==> src/hw/rtl/tgcb_pkg.sv <==
// Shared types, widths and codes for the text grid cursor buffer.
package tgcb_pkg;

   localparam int DEF_MAX_COLS = 128;
   localparam int DEF_MAX_ROWS = 32;

   localparam int COLS_W  = 8;
   localparam int ROWS_W  = 6;
   localparam int TAB_W   = 8;
   localparam int KIND_W  = 4;
   localparam int CODE_W  = 21;
   localparam int COL_W   = 7;
   localparam int ROW_W   = 5;
   localparam int ATYPE_W = 2;
   localparam int AVAL_W  = 48;
   localparam int AFF_W   = 6;
   localparam int ATTR_W  = ATYPE_W + AVAL_W;
   localparam int CELL_W  = 1 + CODE_W + ATTR_W;
   localparam int ADDR_W  = 4;
   localparam int DATA_W  = 32;

   localparam logic [CODE_W-1:0]  SPACE_CODE    = 21'd32;
   localparam logic [ATYPE_W-1:0] ATYPE_INVALID = 2'd3;

   localparam logic [1:0] REG_COLS  = 2'd0;
   localparam logic [1:0] REG_ROWS  = 2'd1;
   localparam logic [1:0] REG_TAB   = 2'd2;
   localparam logic [1:0] REG_SHOWN = 2'd3;

   typedef enum logic [KIND_W-1:0] {
      KIND_PUT_ADV  = 4'd0,
      KIND_PUT_STAY = 4'd1,
      KIND_NEWLINE  = 4'd2,
      KIND_TAB      = 4'd3,
      KIND_BACK     = 4'd4,
      KIND_SETCUR   = 4'd5,
      KIND_CLEAR    = 4'd6,
      KIND_SETATTR  = 4'd7,
      KIND_READ     = 4'd8
   } kind_type;

   typedef enum logic [3:0] {
      OP_IDLE,
      OP_SWEEP,
      OP_LOAD,
      OP_PUT,
      OP_ROLL,
      OP_NEWLINE,
      OP_BACK,
      OP_EXEC,
      OP_TABMOD,
      OP_CLEAR,
      OP_READ,
      OP_FINISH
   } op_type;

   typedef struct packed {
      op_type op;
   } cmd_type;

   typedef struct packed {
      kind_type kind;
      logic     sweep_last;
      logic     roll_now;
      logic     walk_last;
      logic     clear_last;
      logic     tab_mod_done;
      logic     tab_last;
      logic     tab_more;
      logic     back_origin;
   } status_type;

endpackage

==> src/hw/rtl/tgcb_ctrl.sv <==
// Command sequencer: steps the datapath through each command.
module tgcb_ctrl (
   input  logic                  clock,
   input  logic                  reset,
   input  logic                  req_valid,
   output logic                  req_stall,
   output logic                  rsp_valid,
   input  logic                  rsp_stall,
   input  tgcb_pkg::status_type  status,
   output tgcb_pkg::cmd_type     cmd
);
   typedef enum logic [3:0] {
      S_SWEEP, S_IDLE, S_DISPATCH, S_TABMOD, S_TABPUT, S_BSPUT,
      S_ROLL, S_CLEAR, S_FINISH
   } state_type;

   state_type state_ff, state_in;
   logic      rsp_valid_ff, rsp_valid_in;
   logic      rsp_free;

   assign rsp_free  = !rsp_valid_ff || !rsp_stall;
   assign req_stall = (state_ff != S_IDLE);
   assign rsp_valid = rsp_valid_ff;

   always_comb begin
      state_in     = state_ff;
      cmd.op       = tgcb_pkg::OP_IDLE;
      rsp_valid_in = rsp_valid_ff && rsp_stall;
      unique case (state_ff)
         S_SWEEP: begin
            cmd.op = tgcb_pkg::OP_SWEEP;
            if (status.sweep_last) state_in = S_IDLE;
         end
         S_IDLE: begin
            if (req_valid) begin
               cmd.op   = tgcb_pkg::OP_LOAD;
               state_in = S_DISPATCH;
            end
         end
         S_DISPATCH: begin
            unique case (status.kind)
               tgcb_pkg::KIND_PUT_ADV, tgcb_pkg::KIND_PUT_STAY: begin
                  cmd.op   = tgcb_pkg::OP_PUT;
                  state_in = status.roll_now ? S_ROLL : S_FINISH;
               end
               tgcb_pkg::KIND_NEWLINE: begin
                  cmd.op   = tgcb_pkg::OP_NEWLINE;
                  state_in = status.roll_now ? S_ROLL : S_FINISH;
               end
               tgcb_pkg::KIND_TAB: begin
                  cmd.op   = tgcb_pkg::OP_TABMOD;
                  state_in = status.tab_mod_done ? S_TABPUT : S_TABMOD;
               end
               tgcb_pkg::KIND_BACK: begin
                  cmd.op   = tgcb_pkg::OP_BACK;
                  state_in = status.back_origin ? S_FINISH : S_BSPUT;
               end
               tgcb_pkg::KIND_CLEAR: begin
                  cmd.op   = tgcb_pkg::OP_CLEAR;
                  state_in = status.clear_last ? S_FINISH : S_CLEAR;
               end
               tgcb_pkg::KIND_READ: begin
                  cmd.op   = tgcb_pkg::OP_READ;
                  state_in = S_FINISH;
               end
               default: begin
                  cmd.op   = tgcb_pkg::OP_EXEC;
                  state_in = S_FINISH;
               end
            endcase
         end
         S_TABMOD: begin
            cmd.op = tgcb_pkg::OP_TABMOD;
            if (status.tab_mod_done) state_in = S_TABPUT;
         end
         S_TABPUT: begin
            cmd.op = tgcb_pkg::OP_PUT;
            if (status.roll_now) state_in = S_ROLL;
            else if (status.tab_last) state_in = S_FINISH;
         end
         S_BSPUT: begin
            cmd.op   = tgcb_pkg::OP_PUT;
            state_in = S_FINISH;
         end
         S_ROLL: begin
            cmd.op = tgcb_pkg::OP_ROLL;
            if (status.walk_last)
               state_in = (status.kind == tgcb_pkg::KIND_TAB && status.tab_more) ?
                          S_TABPUT : S_FINISH;
         end
         S_CLEAR: begin
            cmd.op = tgcb_pkg::OP_CLEAR;
            if (status.clear_last) state_in = S_FINISH;
         end
         S_FINISH: begin
            if (rsp_free) begin
               cmd.op       = tgcb_pkg::OP_FINISH;
               rsp_valid_in = 1'b1;
               state_in     = S_IDLE;
            end
         end
         default: state_in = S_IDLE;
      endcase
   end

   always_ff @(posedge clock) begin
      if (reset) begin
         state_ff     <= S_SWEEP;
         rsp_valid_ff <= 1'b0;
      end else begin
         state_ff     <= state_in;
         rsp_valid_ff <= rsp_valid_in;
      end
   end
endmodule

==> config.mk <==
export PLATFORM = sky130hd
export DESIGN_NAME = tgcb_ctrl
export DESIGN_NICKNAME = d
export VERILOG_FILES = /design/src/hw/rtl/tgcb_pkg.sv /design/src/hw/rtl/tgcb_ctrl.sv
export SDC_FILE = /design/constraint.sdc
export NUM_CORES = 1
export LEC_CHECK = 0
export BUFFER_PORTS_ARGS = -buffer_cell sky130_fd_sc_hd__buf_2
export CAP_MARGIN = 15
export CORE_MARGIN = 4
export CORE_UTILIZATION = 51
export CTS_CLUSTER_SIZE = 8
export DETAILED_ROUTE_END_ITERATION = 8
export PLACE_DENSITY = 0.8
export SLEW_MARGIN = 20
export SYNTH_ARGS = -nofsm -noshare
export SYNTH_HDL_FRONTEND = slang
export SYNTH_SLANG_ARGS = --single-unit
==> constraint.sdc <==
create_clock -name clock -period 4.8 [get_ports clock]
set_input_delay 0.96 -clock clock [delete_from_list [all_inputs] [get_ports clock]]
set_output_delay 0.96 -clock clock [all_outputs]
set_load 0.005 [all_outputs]
==> results_dict.tcl <==
set metrics [dict create \
    status "complete, no violations" \
    grt_usage_pct 20.3 \
    core_um2 1170 \
    ir_drop_v 0.000253 \
    worst_setup_path_start_kind "primary input" \
    cp-end-kind "output pin" \
    hold_violations 0 \
    start_util_pct 57.4 \
    crit_fanout 11 \
    dr_total_vias 797 \
    ys_types 34 \
    rsz0062_at_grt "false" \
    cts_buffers 3 \
    port_buffers 21 \
    synth_top_area_share_pct 14.9 \
    htree_levels 1 \
    fmax_ghz 0.329 \
    synthCells 100 \
    min_period_over_period_pct 63.3 \
    post_cts.repair.setup_buffers 0 \
    cp.arrival_ns 2.08 \
    yosys_register_bits 5 \
    p_per_area_nw_per_um2 200 \
    clkSlewWorstSetupHoldPaths_ns 0.05 \
    cp_num_buf_inv 2 \
    fin_skew_ns 0.00654 \
    setup_violations 0 \
    fin_nets 134 \
    synth_warnings 0 \
    dieArea_um2 1960 \
    max_stage_delay_ns 0.27 \
    setup_slack_ns 1.76 \
    cts_resized 0 \
    clk_latency_ns 0.24 \
    drt_iter0_drc 20 \
    grt_pass1_vias 712 \
    syn_nets 116 \
    grt_max_degree 18 \
    cap_violations 0 \
    grt-ovfl-total 0 \
    synthesis.area_um2 672 \
    nFillCells 119 \
    dpl_worst_slack_ns 1.78 \
    first_pass_iters 4 \
    pin_count 22 \
    tritoncts "built" \
    ant_nets 0 \
    drive_above_1_share_pct 23.9 \
    drc 0 \
    insertedDiodeCount 0 \
    mostFrequentLayoutCell "buf_2" \
    max-slew-margin-rel_pct 63.4 \
    criticalPathCategory "primary input to output pin" \
    critPathSlowestCell "mux2_2" \
    required_ns 3.84 \
    worst_pin_slew_ns 0.548 \
    avgSynthCellArea_um2 6.72 \
    yosysSeqAreaShare_pct 14.9 \
    cts_sinks 5 \
    drv_slew 0 \
    whs_ns 0.566 \
    die_w_um 44.3 \
    synth.area.top_cells "dfxtp_1 (15%), mux2i_1 (7.4%), nor2b_1 (6.5%)" \
    viasPerCell 6.08 \
    holdBufCountCts 0 \
    path_cells "buf_2 -> and2_1 -> mux2i_1 -> o21ai_0 -> o21ai_0 -> mux2_2 -> buf_2" \
    dp_hpwl_mm 1.39 \
    cts_root_buf "clkbuf_4" \
    fp.dieH_um 44.3 \
    final_cell_mix "buf_2 (21), nor2_1 (9), a21oi_1 (8)" \
    syn_to_final_growth_pct 16.8 \
    cellLeakagePower_nw 0.311 \
    place_congestion 0.854 \
    worstHoldPathType "register to register" \
    antenna_found_initial 0 \
    grt_first_pass_wirelength_mm 3.08 \
    routedWlPerCell_um 13.7 \
    cts_max_path_buffers 2 \
    row_count 12 \
    crit_family "multiplexers" \
    setup_tns_ns 0 \
    wirelength_mm 1.79 \
    fin_util_pct 67.0 \
    synth.largest_area_cell "dfxtp_1" \
    timing.final.crit_period_ns 3.04 \
]
cells by family after synthesis:
logic type,count (synthesis),share of synthesized area [%]
AND/OR/NAND/NOR,44,35.4
AO/OA/AOI/OAI,34,33.5
buffers and inverters,11,7.08
multiplexers,6,9.12
flip-flops,5,14.9
cell usage after synthesis, drive strengths merged:
cell and count:
or3 1, clkbuf 5, a32o 1, a31o 1, or3b 1, nor4bb 1
nor2 9, nor4b 1, o21ai 6, a21boi 2, and2 1, buf 3
nor3 7, mux2i 5, o41ai 1, a22oi 1, inv 3, a22o 2
nand4 1, nand2 7, a31oi 4, nor2b 7, o32ai 1, dfxtp 5
nand2b 5, a21oi 8, mux2 1, o22ai 2, nand3 3, a32oi 1
o31ai 1, a311oi 2, o211ai 1
power breakdown:
group	leakage [nW]	total (mW)	switching [mW]	internal, mW
Sequential	0.0406	0.0523	0.00843	0.0438
Clock	0.0150	0.0480	0.0166	0.0314
Combinational	0.256	0.0566	0.0294	0.0272
Total	0.311	0.157	0.0544	0.102
worst paths after layout:
path,start,to,slack (ns),cells after the start
hold reg to reg,rsp_valid,rsp_valid,0.57,2
setup / recovery,status[8],cmd[0],1.76,7
hold / removal,rsp_valid,rsp_valid,0.57,2
setup reg to reg,state_ff[2],state_ff[2],2.89,5
flip-flops by register name, summed over array words and instances (netlist names):
name	cells
state_ff	4
rsp_valid	1
tightest hold or removal path: stages (launching register included):
cell,delay (ns)
dfxtp_1,0.37
a21oi_1,0.08
nor2_1,0.07
per-layer routing:
layer  track usage [%]  part of all wire (%)
met4              1.81                     0
met2              32.8                    46
met5                 0                     0
met1              28.1                    46
met3              5.28                   7.5
cell type report:
| class | count | area, um2 | area share, % |
|---|---|---|---|
| inverter | 3 | 11.3 | 1.44 |
| multi-input combinational | 84 | 524 | 66.8 |
| clock buffer | 4 | 26.3 | 3.35 |
| sequential | 5 | 100 | 12.8 |
| tap | 14 | 17.5 | 2.23 |
| timing repair buffer | 21 | 105 | 13.4 |
metrics by stage:
stage | cell area (um2) | total power, mW | std cells
after floorplan | 672 | 0.0904 | 100
final | 785 | 0.157 | 131
after CTS | 785 | 0.159 | 131
after global routing | 785 | 0.173 | 131
after global placement | 758 | 0.108 | 127
after detailed placement | 758 | 0.109 | 127
(Power assumes the default switching activity.)
