## config.mk

```make
export PLATFORM = sky130hd
export DESIGN_NAME = tgcb_csr
export DESIGN_NICKNAME = d
export VERILOG_FILES = /design/src/hw/rtl/tgcb_pkg.sv /design/src/hw/rtl/tgcb_csr.sv
export SDC_FILE = /design/constraint.sdc
export NUM_CORES = 1
export LEC_CHECK = 0
export BUFFER_PORTS_ARGS = -buffer_cell sky130_fd_sc_hd__clkbuf_2
export CAP_MARGIN = 20
export CORE_ASPECT_RATIO = 0.8
export CORE_MARGIN = 2
export CORE_UTILIZATION = 30
export DETAILED_ROUTE_END_ITERATION = 8
export SETUP_SLACK_MARGIN = 0.1
export SYNTH_ARGS = -nofsm -noshare
export SYNTH_HDL_FRONTEND = slang
export SYNTH_SLANG_ARGS = --single-unit
export TNS_END_PERCENT = 5
```

## constraint.sdc

```tcl
create_clock -name clock -period 3.35 [get_ports clock]
set_input_delay 0.1675 -clock clock [delete_from_list [all_inputs] [get_ports clock]]
set_output_delay 0.1675 -clock clock [all_outputs]
set_load 0.02 [all_outputs]
```

## src/hw/rtl/tgcb_pkg.sv

```systemverilog
// Shared types, widths and codes for the text grid cursor buffer.
package tgcb_pkg;

   localparam int DEF_MAX_COLS = 128;
   localparam int DEF_MAX_ROWS = 32;

   localparam int COLS_W  = 8;
   localparam int ROWS_W  = 6;
   localparam int TAB_W   = 8;
   localparam int KIND_W  = 4;
   localparam int CODE_W  = 21;
   localparam int COL_W   = 7;
   localparam int ROW_W   = 5;
   localparam int ATYPE_W = 2;
   localparam int AVAL_W  = 48;
   localparam int AFF_W   = 6;
   localparam int ATTR_W  = ATYPE_W + AVAL_W;
   localparam int CELL_W  = 1 + CODE_W + ATTR_W;
   localparam int ADDR_W  = 4;
   localparam int DATA_W  = 32;

   localparam logic [CODE_W-1:0]  SPACE_CODE    = 21'd32;
   localparam logic [ATYPE_W-1:0] ATYPE_INVALID = 2'd3;

   localparam logic [1:0] REG_COLS  = 2'd0;
   localparam logic [1:0] REG_ROWS  = 2'd1;
   localparam logic [1:0] REG_TAB   = 2'd2;
   localparam logic [1:0] REG_SHOWN = 2'd3;

   typedef enum logic [KIND_W-1:0] {
      KIND_PUT_ADV  = 4'd0,
      KIND_PUT_STAY = 4'd1,
      KIND_NEWLINE  = 4'd2,
      KIND_TAB      = 4'd3,
      KIND_BACK     = 4'd4,
      KIND_SETCUR   = 4'd5,
      KIND_CLEAR    = 4'd6,
      KIND_SETATTR  = 4'd7,
      KIND_READ     = 4'd8
   } kind_type;

   typedef enum logic [3:0] {
      OP_IDLE,
      OP_SWEEP,
      OP_LOAD,
      OP_PUT,
      OP_ROLL,
      OP_NEWLINE,
      OP_BACK,
      OP_EXEC,
      OP_TABMOD,
      OP_CLEAR,
      OP_READ,
      OP_FINISH
   } op_type;

   typedef struct packed {
      op_type op;
   } cmd_type;

   typedef struct packed {
      kind_type kind;
      logic     sweep_last;
      logic     roll_now;
      logic     walk_last;
      logic     clear_last;
      logic     tab_mod_done;
      logic     tab_last;
      logic     tab_more;
      logic     back_origin;
   } status_type;

endpackage

```

## src/hw/rtl/tgcb_csr.sv

```systemverilog
// Configuration registers behind the APB-style port.
module tgcb_csr #(
   parameter int MAX_COLS = tgcb_pkg::DEF_MAX_COLS,
   parameter int MAX_ROWS = tgcb_pkg::DEF_MAX_ROWS
) (
   input  logic                          clock,
   input  logic                          reset,
   input  logic                          psel,
   input  logic                          penable,
   input  logic                          pwrite,
   input  logic [tgcb_pkg::ADDR_W-1:0]   paddr,
   input  logic [tgcb_pkg::DATA_W-1:0]   pwdata,
   output logic [tgcb_pkg::DATA_W-1:0]   prdata,
   output logic                          pready,
   output logic [tgcb_pkg::COLS_W-1:0]   cfg_cols,
   output logic [tgcb_pkg::ROWS_W-1:0]   cfg_rows,
   output logic [tgcb_pkg::TAB_W-1:0]    cfg_tab,
   output logic                          cfg_shown,
   output logic                          cfg_home
);
   localparam int COLS_HI = (MAX_COLS > 255) ? 255 : MAX_COLS;
   localparam int ROWS_HI = (MAX_ROWS > 63) ? 63 : MAX_ROWS;
   localparam logic [tgcb_pkg::COLS_W-1:0] RST_COLS =
      tgcb_pkg::COLS_W'((80 > COLS_HI) ? COLS_HI : 80);
   localparam logic [tgcb_pkg::ROWS_W-1:0] RST_ROWS =
      tgcb_pkg::ROWS_W'((25 > ROWS_HI) ? ROWS_HI : 25);

   logic [tgcb_pkg::COLS_W-1:0] cols_ff, cols_in;
   logic [tgcb_pkg::ROWS_W-1:0] rows_ff, rows_in;
   logic [tgcb_pkg::TAB_W-1:0]  tab_ff, tab_in;
   logic                        shown_ff, shown_in;
   logic                        wr;
   logic [1:0]                  idx;
   logic [tgcb_pkg::COLS_W-1:0] wcols;
   logic [tgcb_pkg::ROWS_W-1:0] wrows;

   assign pready = 1'b1;
   assign idx    = paddr[3:2];
   assign wr     = psel & penable & pwrite & (paddr[1:0] == 2'b00);
   assign wcols  = pwdata[tgcb_pkg::COLS_W-1:0];
   assign wrows  = pwdata[tgcb_pkg::ROWS_W-1:0];

   always_comb begin
      cols_in  = cols_ff;
      rows_in  = rows_ff;
      tab_in   = tab_ff;
      shown_in = shown_ff;
      cfg_home = 1'b0;
      if (wr) begin
         unique case (idx)
            tgcb_pkg::REG_COLS: begin
               if (wcols == '0) cols_in = tgcb_pkg::COLS_W'(1);
               else if (int'(wcols) > COLS_HI) cols_in = tgcb_pkg::COLS_W'(COLS_HI);
               else cols_in = wcols;
               cfg_home = 1'b1;
            end
            tgcb_pkg::REG_ROWS: begin
               if (wrows == '0) rows_in = tgcb_pkg::ROWS_W'(1);
               else if (int'(wrows) > ROWS_HI) rows_in = tgcb_pkg::ROWS_W'(ROWS_HI);
               else rows_in = wrows;
               cfg_home = 1'b1;
            end
            tgcb_pkg::REG_TAB:   tab_in = pwdata[tgcb_pkg::TAB_W-1:0];
            tgcb_pkg::REG_SHOWN: shown_in = pwdata[0];
            default: ;
         endcase
      end
   end

   always_ff @(posedge clock) begin
      if (reset) begin
         cols_ff  <= RST_COLS;
         rows_ff  <= RST_ROWS;
         tab_ff   <= tgcb_pkg::TAB_W'(8);
         shown_ff <= 1'b0;
      end else begin
         cols_ff  <= cols_in;
         rows_ff  <= rows_in;
         tab_ff   <= tab_in;
         shown_ff <= shown_in;
      end
   end

   always_comb begin
      unique case (idx)
         tgcb_pkg::REG_COLS:  prdata = tgcb_pkg::DATA_W'(cols_ff);
         tgcb_pkg::REG_ROWS:  prdata = tgcb_pkg::DATA_W'(rows_ff);
         tgcb_pkg::REG_TAB:   prdata = tgcb_pkg::DATA_W'(tab_ff);
         tgcb_pkg::REG_SHOWN: prdata = tgcb_pkg::DATA_W'(shown_ff);
         default:             prdata = '0;
      endcase
   end

   assign cfg_cols  = cols_ff;
   assign cfg_rows  = rows_ff;
   assign cfg_tab   = tab_ff;
   assign cfg_shown = shown_ff;
endmodule

```

==> metrics.md, run 1 <==
| Metric | Value |
|---|---|
| Die ar. | `4830 sq um` |
| Post-CTS Hold Fix Bufs | `0` |
| Share of total power in the clock network | `33.3%` |
| Simple logic cell fraction of the synthesized area | `21.8%` |
| MaxCap Viol Count | `0` |
| Clk_skew | `0 ps` |
| Maximum clock rate | `624 MHz` |
| Yosys cell types | `31` |
| Met1 Use GR | `18.6%` |
| Buf/Inv on CP | `1` |
| Switch share | `29.0%` |
| Largest family of logic cells by synthesized area | `simple AND/OR/NAND/NOR gates` |
| Vias in the first global route | `953` |
| CP max-delay cell | `or4_1` |
| Worst vdd ir | `0.147 mV` |
| CTS tree | `built` |
| Leakage power | `0.737 nW` |
| Num ports | `98` |
| Total CTS buffers | `3` |
| Seq/Total Area, Yosys | `35.8%` |
| Die height | `62.6 um` |
| Critical Path RT | `3560 ps` |
| Initial antenna violation count | `0` |
| M3 GR Usage | `4.34%` |
| Wire length per cell | `12.6 um` |
| Synthesis Warnings | `0` |
| Final Instance Area | `1510 sq um` |
| Vias/cell | `4.51` |
| CP max FO | `14` |
| Fraction of synthesized area in multiplexers | `14.2%` |
| Routed Antenna Nets | `0` |
| TritonRoute pass-1 iters | `4` |
| DR DRC count | `0` |
| Cell chain of the critical path | `clkbuf_2, or4_1, or3_4, a21oi_2` |
| Worst slew pin tran | `957 ps` |
| Worst EP arrival | `1810 ps` |
| Total GRT Usage | `12.9%` |
| Initial Utilization | `31.0%` |
| Worst Setup End Kind | `register` |
| NetSw | `0.155 mW` |
| Worst hold slack | `175 ps` |
| Chip width | `77.2 um` |
| Post-CTS setup buffers | `0` |
| Compound-Gate Fraction of Synth Area | `10.1%` |
| Reg clk slew, reported paths | `90 ps` |
| Cell area after synthesis | `1290 sq um` |
| Ant. Diodes | `0` |
| Register bit total from synthesis | `23` |
| Comb power frac | `15.0%` |
| CTS sink cnt | `23` |
| Status | `complete, no violations` |
| Layout cells sized above 1 | `30.4%` |
| Post-cts sizing count | `0` |
| Clk root buf | `clkbuf_8` |
| Worst path max stage delay | `790 ps` |
| Gr ovfl total | `0` |
| Vias | `1132` |
| Layout Area Growth over Synthesis | `17.5%` |
| Drt total wl | `3160 um` |
| Power per cell area | `352 nW/um^2` |
| # rows | `21` |
| H-tree levels | `1` |
| RSZ-0062 raised after global routing | `no` |
| Fin nets | `236` |
| Tmin final | `1600 ps` |
| Setup violators final | `0` |
| GR Layer Usage met2 | `18.9%` |
| Int Pwr | `0.378 mW` |
| DP HPWL | `2300 um` |
| Post-Synth Adder-Cell Area | `0%` |
| Xor-xnor portion of the synthesized cell area | `0%` |
| Port Buffers | `48` |
| Critical path's top delay family | `simple AND/OR/NAND/NOR gates` |
| RD Place Congestion | `0.692` |
| Fin Setup TNS | `0 ps` |
| Initial detailed-routing violation count | `104` |
| Mean post-synth cell area | `8.53 sq um` |
| Sequential share of power | `51.7%` |
| Slew Limit Headroom | `35.6%` |
| Core footprint | `4150 sq um` |
| Worst hold path class | `primary input to register` |
| Clock buffer depth | `2` |
| Mapped Cells | `151` |
| Setup CP Type | `primary input to register` |
| Placed cell areas | `1470 sq um` |
| Pins Over Slew Limit | `0` |
| First-pass GRT wire length | `4930 um` |
| Crit start category | `primary input` |
| Final Hold Viols | `0` |
| Most used routing layer | `met2` |
| Clock Latency Late Sink | `270 ps` |
| Largest net degree at the start of global routing | `25` |
| Final period utilization | `47.8%` |
## layout by cell type, fill, tap and decap left out, types with 2 or more instances in the layout
| cell | instances |
|---|---|
| clkbuf_2 | 48 |
| conb_1 | 25 |
| dfxtp_1 | 23 |
| mux2i_1 | 16 |
| nor2_1 | 15 |
| nand2_1 | 15 |
| a21oi_1 | 10 |
| o21ai_0 | 5 |
| nand3_1 | 4 |
| nor3_1 | 4 |
| nand3b_1 | 3 |
| nor3b_1 | 3 |
| a211o_1 | 3 |
| clkbuf_8 | 3 |
| nor4_1 | 2 |
## path summary, 6_finish.rpt
path                            start                  endpoint  slack (ps)  cells past startpoint
min reg2reg  cfg_cols[2]$_SDFFE_PP0P_  cfg_cols[2]$_SDFFE_PP0P_         480                      2
max reg2reg  cfg_cols[6]$_SDFFE_PP1P_  cfg_cols[6]$_SDFFE_PP1P_        2620                      1
max                          paddr[3]  cfg_cols[0]$_SDFFE_PP0P_        1750                      4
min                         pwdata[4]  cfg_cols[4]$_SDFFE_PP1P_         180                      3
## routing by layer
metal / share of wire, % / vias to the layer above
met5: 0 / -
met2: 44 / 38
met1: 49 / 539
met4: 0.35 / 0
met3: 6.6 / 2
li1: - / 553
## per-stage QoR
stage               util, %  instances  setup slack [ps]  power [mW]
CTS                    36.4        251              1730       0.535
global placement       35.3        247              1450       0.361
detailed placement     35.3        247              1440       0.362
floorplan                 -        174              1850       0.358
finish                 36.4        251              1750       0.533
global route           36.4        251              1640       0.553
## state kept, by name, summed over array words and instances, names as in the netlist
register	cells
cfg_cols	8
cfg_tab	8
cfg_rows	6
cfg_shown	1
## synthesized netlist by cell type
cell	number	share of area (%)
buf_4	25	15
dfxtp_1	23	36
mux2i_1	16	12
nand2_1	15	4.4
nor2_1	15	4.4
a21oi_1	10	3.9
clkbuf_1	5	1.5
o21ai_0	5	1.9
nand3_1	4	1.6
nor3_1	4	1.6
a211o_1	3	2.0
nand3b_1	3	1.7
nor3b_1	3	1.7
conb_1	2	0.58
nor4_1	2	0.97
a211o_2	1	0.78
a21bo_2	1	0.78
a21oi_2	1	0.68
and3_1	1	0.49
buf_1	1	0.29
buf_2	1	0.39
buf_6	1	0.87
mux4_2	1	1.7
nand4_1	1	0.49
nand4b_1	1	0.68
nor2b_1	1	0.49
or2_1	1	0.49
or3_4	1	0.87
or3b_1	1	0.68
or3b_2	1	0.68
or4_1	1	0.58
## power by group through the flow
stage	logic [mW]	registers (mW)	clock network [mW]
after CTS	0.0803	0.275	0.179
after floorplan	0.0751	0.283	0
after global placement	0.0798	0.282	0
after detailed placement	0.0800	0.282	0
after global routing	0.0867	0.275	0.191
final	0.0801	0.275	0.177
## cell type report
type                       count  area (sq um)
timing repair buffer          49           248
clock buffer                   3          41.3
tap                           57          71.3
clock inverter                 1          5.00
fill                         470          2640
multi-input combinational    118           687
sequential                    23           460
## cells by family after synthesis
logic type	Yosys count
muxes	17
DFF	23
and+or+nand+nor	55
AOI/OAI and AO/OA	21
buffers and inverters	33
other	2
(Power assumes the default switching activity.)
==> run 2, diff against run 1 <==
--- a/config.mk
+++ b/config.mk
@@ -11,6 +11,7 @@
 export CORE_MARGIN = 2
 export CORE_UTILIZATION = 30
 export DETAILED_ROUTE_END_ITERATION = 8
+export PLACE_DENSITY = 0.66
 export SETUP_SLACK_MARGIN = 0.1
 export SYNTH_ARGS = -nofsm -noshare
 export SYNTH_HDL_FRONTEND = slang
==> constraint.sdc (replaced) <==
create_clock -name clock -period 1.4 [get_ports clock]
set_input_delay 0.07 -clock clock [delete_from_list [all_inputs] [get_ports clock]]
set_output_delay 0.07 -clock clock [all_outputs]
set_load 0.02 [all_outputs]
==> metrics.md, run 2 (synthesized netlist as in run 1, its figures left out) <==
| Metric | Value |
|---|---|
| CP max FO | `2 (-12)` |
| Total GRT Usage | `14.0% (+1.1 points)` |
| H-tree levels | `1 (unchanged)` |
| Clk_skew | `0 ps (unchanged)` |
| Critical path's top delay family | `multiplexers` |
| First-pass GRT wire length | `5440 um (+10%)` |
| NetSw | `0.357 mW (+130%)` |
| CTS sink cnt | `23 (unchanged)` |
| M3 GR Usage | `4.05% (-0.29 points)` |
| Setup CP Type | `register to primary output` |
| Leakage power | `0.808 nW (+9.7%)` |
| Commonest non-fill, non-tap cell in the layout | `clkbuf_2` |
| Setup violators final | `0 (unchanged)` |
| Commonest cells after routing, fill and taps aside | `clkbuf_2 (47), conb_1 (25), dfxtp_1 (20)` |
| Final period utilization | `92.7%` |
| Gr ovfl total | `0 (unchanged)` |
| RSZ-0062 raised after global routing | `yes` |
| Port Buffers | `48 (unchanged)` |
| Hold Path Stages | `3 (unchanged)` |
| Switch share | `27.9% (-1.1 points)` |
| TritonRoute pass-1 iters | `4 (unchanged)` |
| Power per cell area | `782 nW/um^2 (+120%)` |
| Post-CTS Hold Fix Bufs | `0 (unchanged)` |
| Clk root buf | `clkbuf_8` |
| Tmin final | `1300 ps` |
| RD Place Congestion | `0.728 (+5.1%)` |
| Worst Setup End Kind | `primary output` |
| # rows | `21 (unchanged)` |
| CTS tree | `built` |
| Layout Area Growth over Synthesis | `27.2%` |
| Clock buffer depth | `2 (unchanged)` |
| Status | `complete, no violations` |
| Critical Path RT | `1330 ps (-2230 ps)` |
| GR Layer Usage met2 | `20.2% (+1.3 points)` |
| DR DRC count | `0 (unchanged)` |
| Die height | `62.6 um (unchanged)` |
| Fin nets | `251 (+6.4%)` |
| Routed Antenna Nets | `0 (unchanged)` |
| Worst vdd ir | `0.557 mV (+280%)` |
| Worst path max stage delay | `490 ps (-300 ps)` |
| Int Pwr | `0.924 mW (+140%)` |
| Initial antenna violation count | `0 (unchanged)` |
| Worst hold slack | `89.4 ps (-85.9 ps)` |
| Layout cells sized above 1 | `36.4% (+6.0 points)` |
| Initial detailed-routing violation count | `51 (-51%)` |
| Clock Latency Late Sink | `260 ps (about the same)` |
| Share of total power in the clock network | `32.1% (-1.2 points)` |
| CP max-delay cell | `mux4_2` |
| Pins Over Slew Limit | `0 (unchanged)` |
| Maximum clock rate | `771 MHz` |
| Crit start category | `register` |
| Final Hold Viols | `0 (unchanged)` |
| Wire length per cell | `12.3 um (-2.4%)` |
| R2R cell count | `3 (+2)` |
| Pwr Total | `1.28 mW (+140%)` |
| Vias/cell | `4.45 (-1.4%)` |
| Die ar. | `4830 sq um (unchanged)` |
| Ant. Diodes | `0 (unchanged)` |
| Worst EP arrival | `1230 ps (-580 ps)` |
| Total CTS buffers | `3 (unchanged)` |
| Sequential share of power | `51.4% (-0.3 points)` |
| DP HPWL | `2530 um (+10%)` |
| Worst hold path class | `primary input to register` |
| Most used routing layer | `met1` |
| Largest net degree at the start of global routing | `25 (unchanged)` |
| MaxCap Viol Count | `0 (unchanged)` |
| Reg clk slew, reported paths | `80 ps (about the same)` |
| Chip width | `77.2 um (unchanged)` |
| Drt total wl | `3270 um (+3.4%)` |
| Num ports | `98 (unchanged)` |
| Met1 Use GR | `21.1% (+2.5 points)` |
| Core footprint | `4150 sq um (unchanged)` |
| Buf/Inv on CP | `1 (unchanged)` |
| Initial Utilization | `31.0% (unchanged)` |
| Vias | `1183 (+4.5%)` |
| Vias in the first global route | `1095 (+15%)` |
| Cell chain of the critical path | `mux4_2, buf_8` |
| Total stage count of the critical path | `2 (-2)` |
| Comb power frac | `16.5% (+1.5 points)` |
## run 2: per-stage QoR
step | instance area, sq um | cells | utilization (%) | setup TNS (ps) | worst slack, ps
after global placement | 1570 | 261 | 37.9 | -223 | -130
after global routing | 1640 | 266 | 39.5 | 0 | 62.6
final | 1640 | 266 | 39.5 | 0 | 102
after CTS | 1640 | 266 | 39.4 | 0 | 101
after floorplan | 1370 | 174 | - | -2.44 | -2.44
after detailed placement | 1570 | 261 | 37.9 | -240 | -115
## run 2: metal layers
metal  part of all wire [%]  up-vias
met5                      0        -
met4                   0.12        0
met3                    7.1        2
met2                     42       45
met1                     50      549
li1                       -      587
## run 2: layout make-up
cell class | count | area [sq um]
fillers | 445 | 2510
multi-input cells | 118 | 687
flip-flops and latches | 23 | 464
repair buffers | 64 | 370
well taps | 57 | 71.3
clock buffers | 4 | 45.0
## run 2: final timing paths
check / slack, ps / endpoint / from
max: 100 / prdata[0] / cfg_shown$_SDFFE_PP0P_
min: 90 / cfg_cols[4]$_SDFFE_PP1P_ / pwdata[4]
max reg2reg: 650 / cfg_shown$_SDFFE_PP0P_ / cfg_shown$_SDFFE_PP0P_
min reg2reg: 470 / cfg_rows[1]$_SDFFE_PP0P_ / cfg_rows[1]$_SDFFE_PP0P_
## run 2: power by group through the flow
stage | clock network [mW] | registers [mW] | logic (mW)
detailed placement | 0 | 0.674 | 0.205
finish | 0.412 | 0.658 | 0.211
global route | 0.451 | 0.659 | 0.230
global placement | 0 | 0.674 | 0.206
floorplan | 0 | 0.677 | 0.180
CTS | 0.416 | 0.658 | 0.209
## run 2: worst register-to-register path: stages (launching register included)
cell	delay (ps)
dfxtp_2	330
buf_4	130
mux2i_1	130
nor2_1	50
## run 2: timing repair
item	in CTS	in global routing
pin swaps	0	0
gates cloned	0	0
endpoints found under the setup margin	1	1
resized for setup	4	2
buffers inserted	1	0
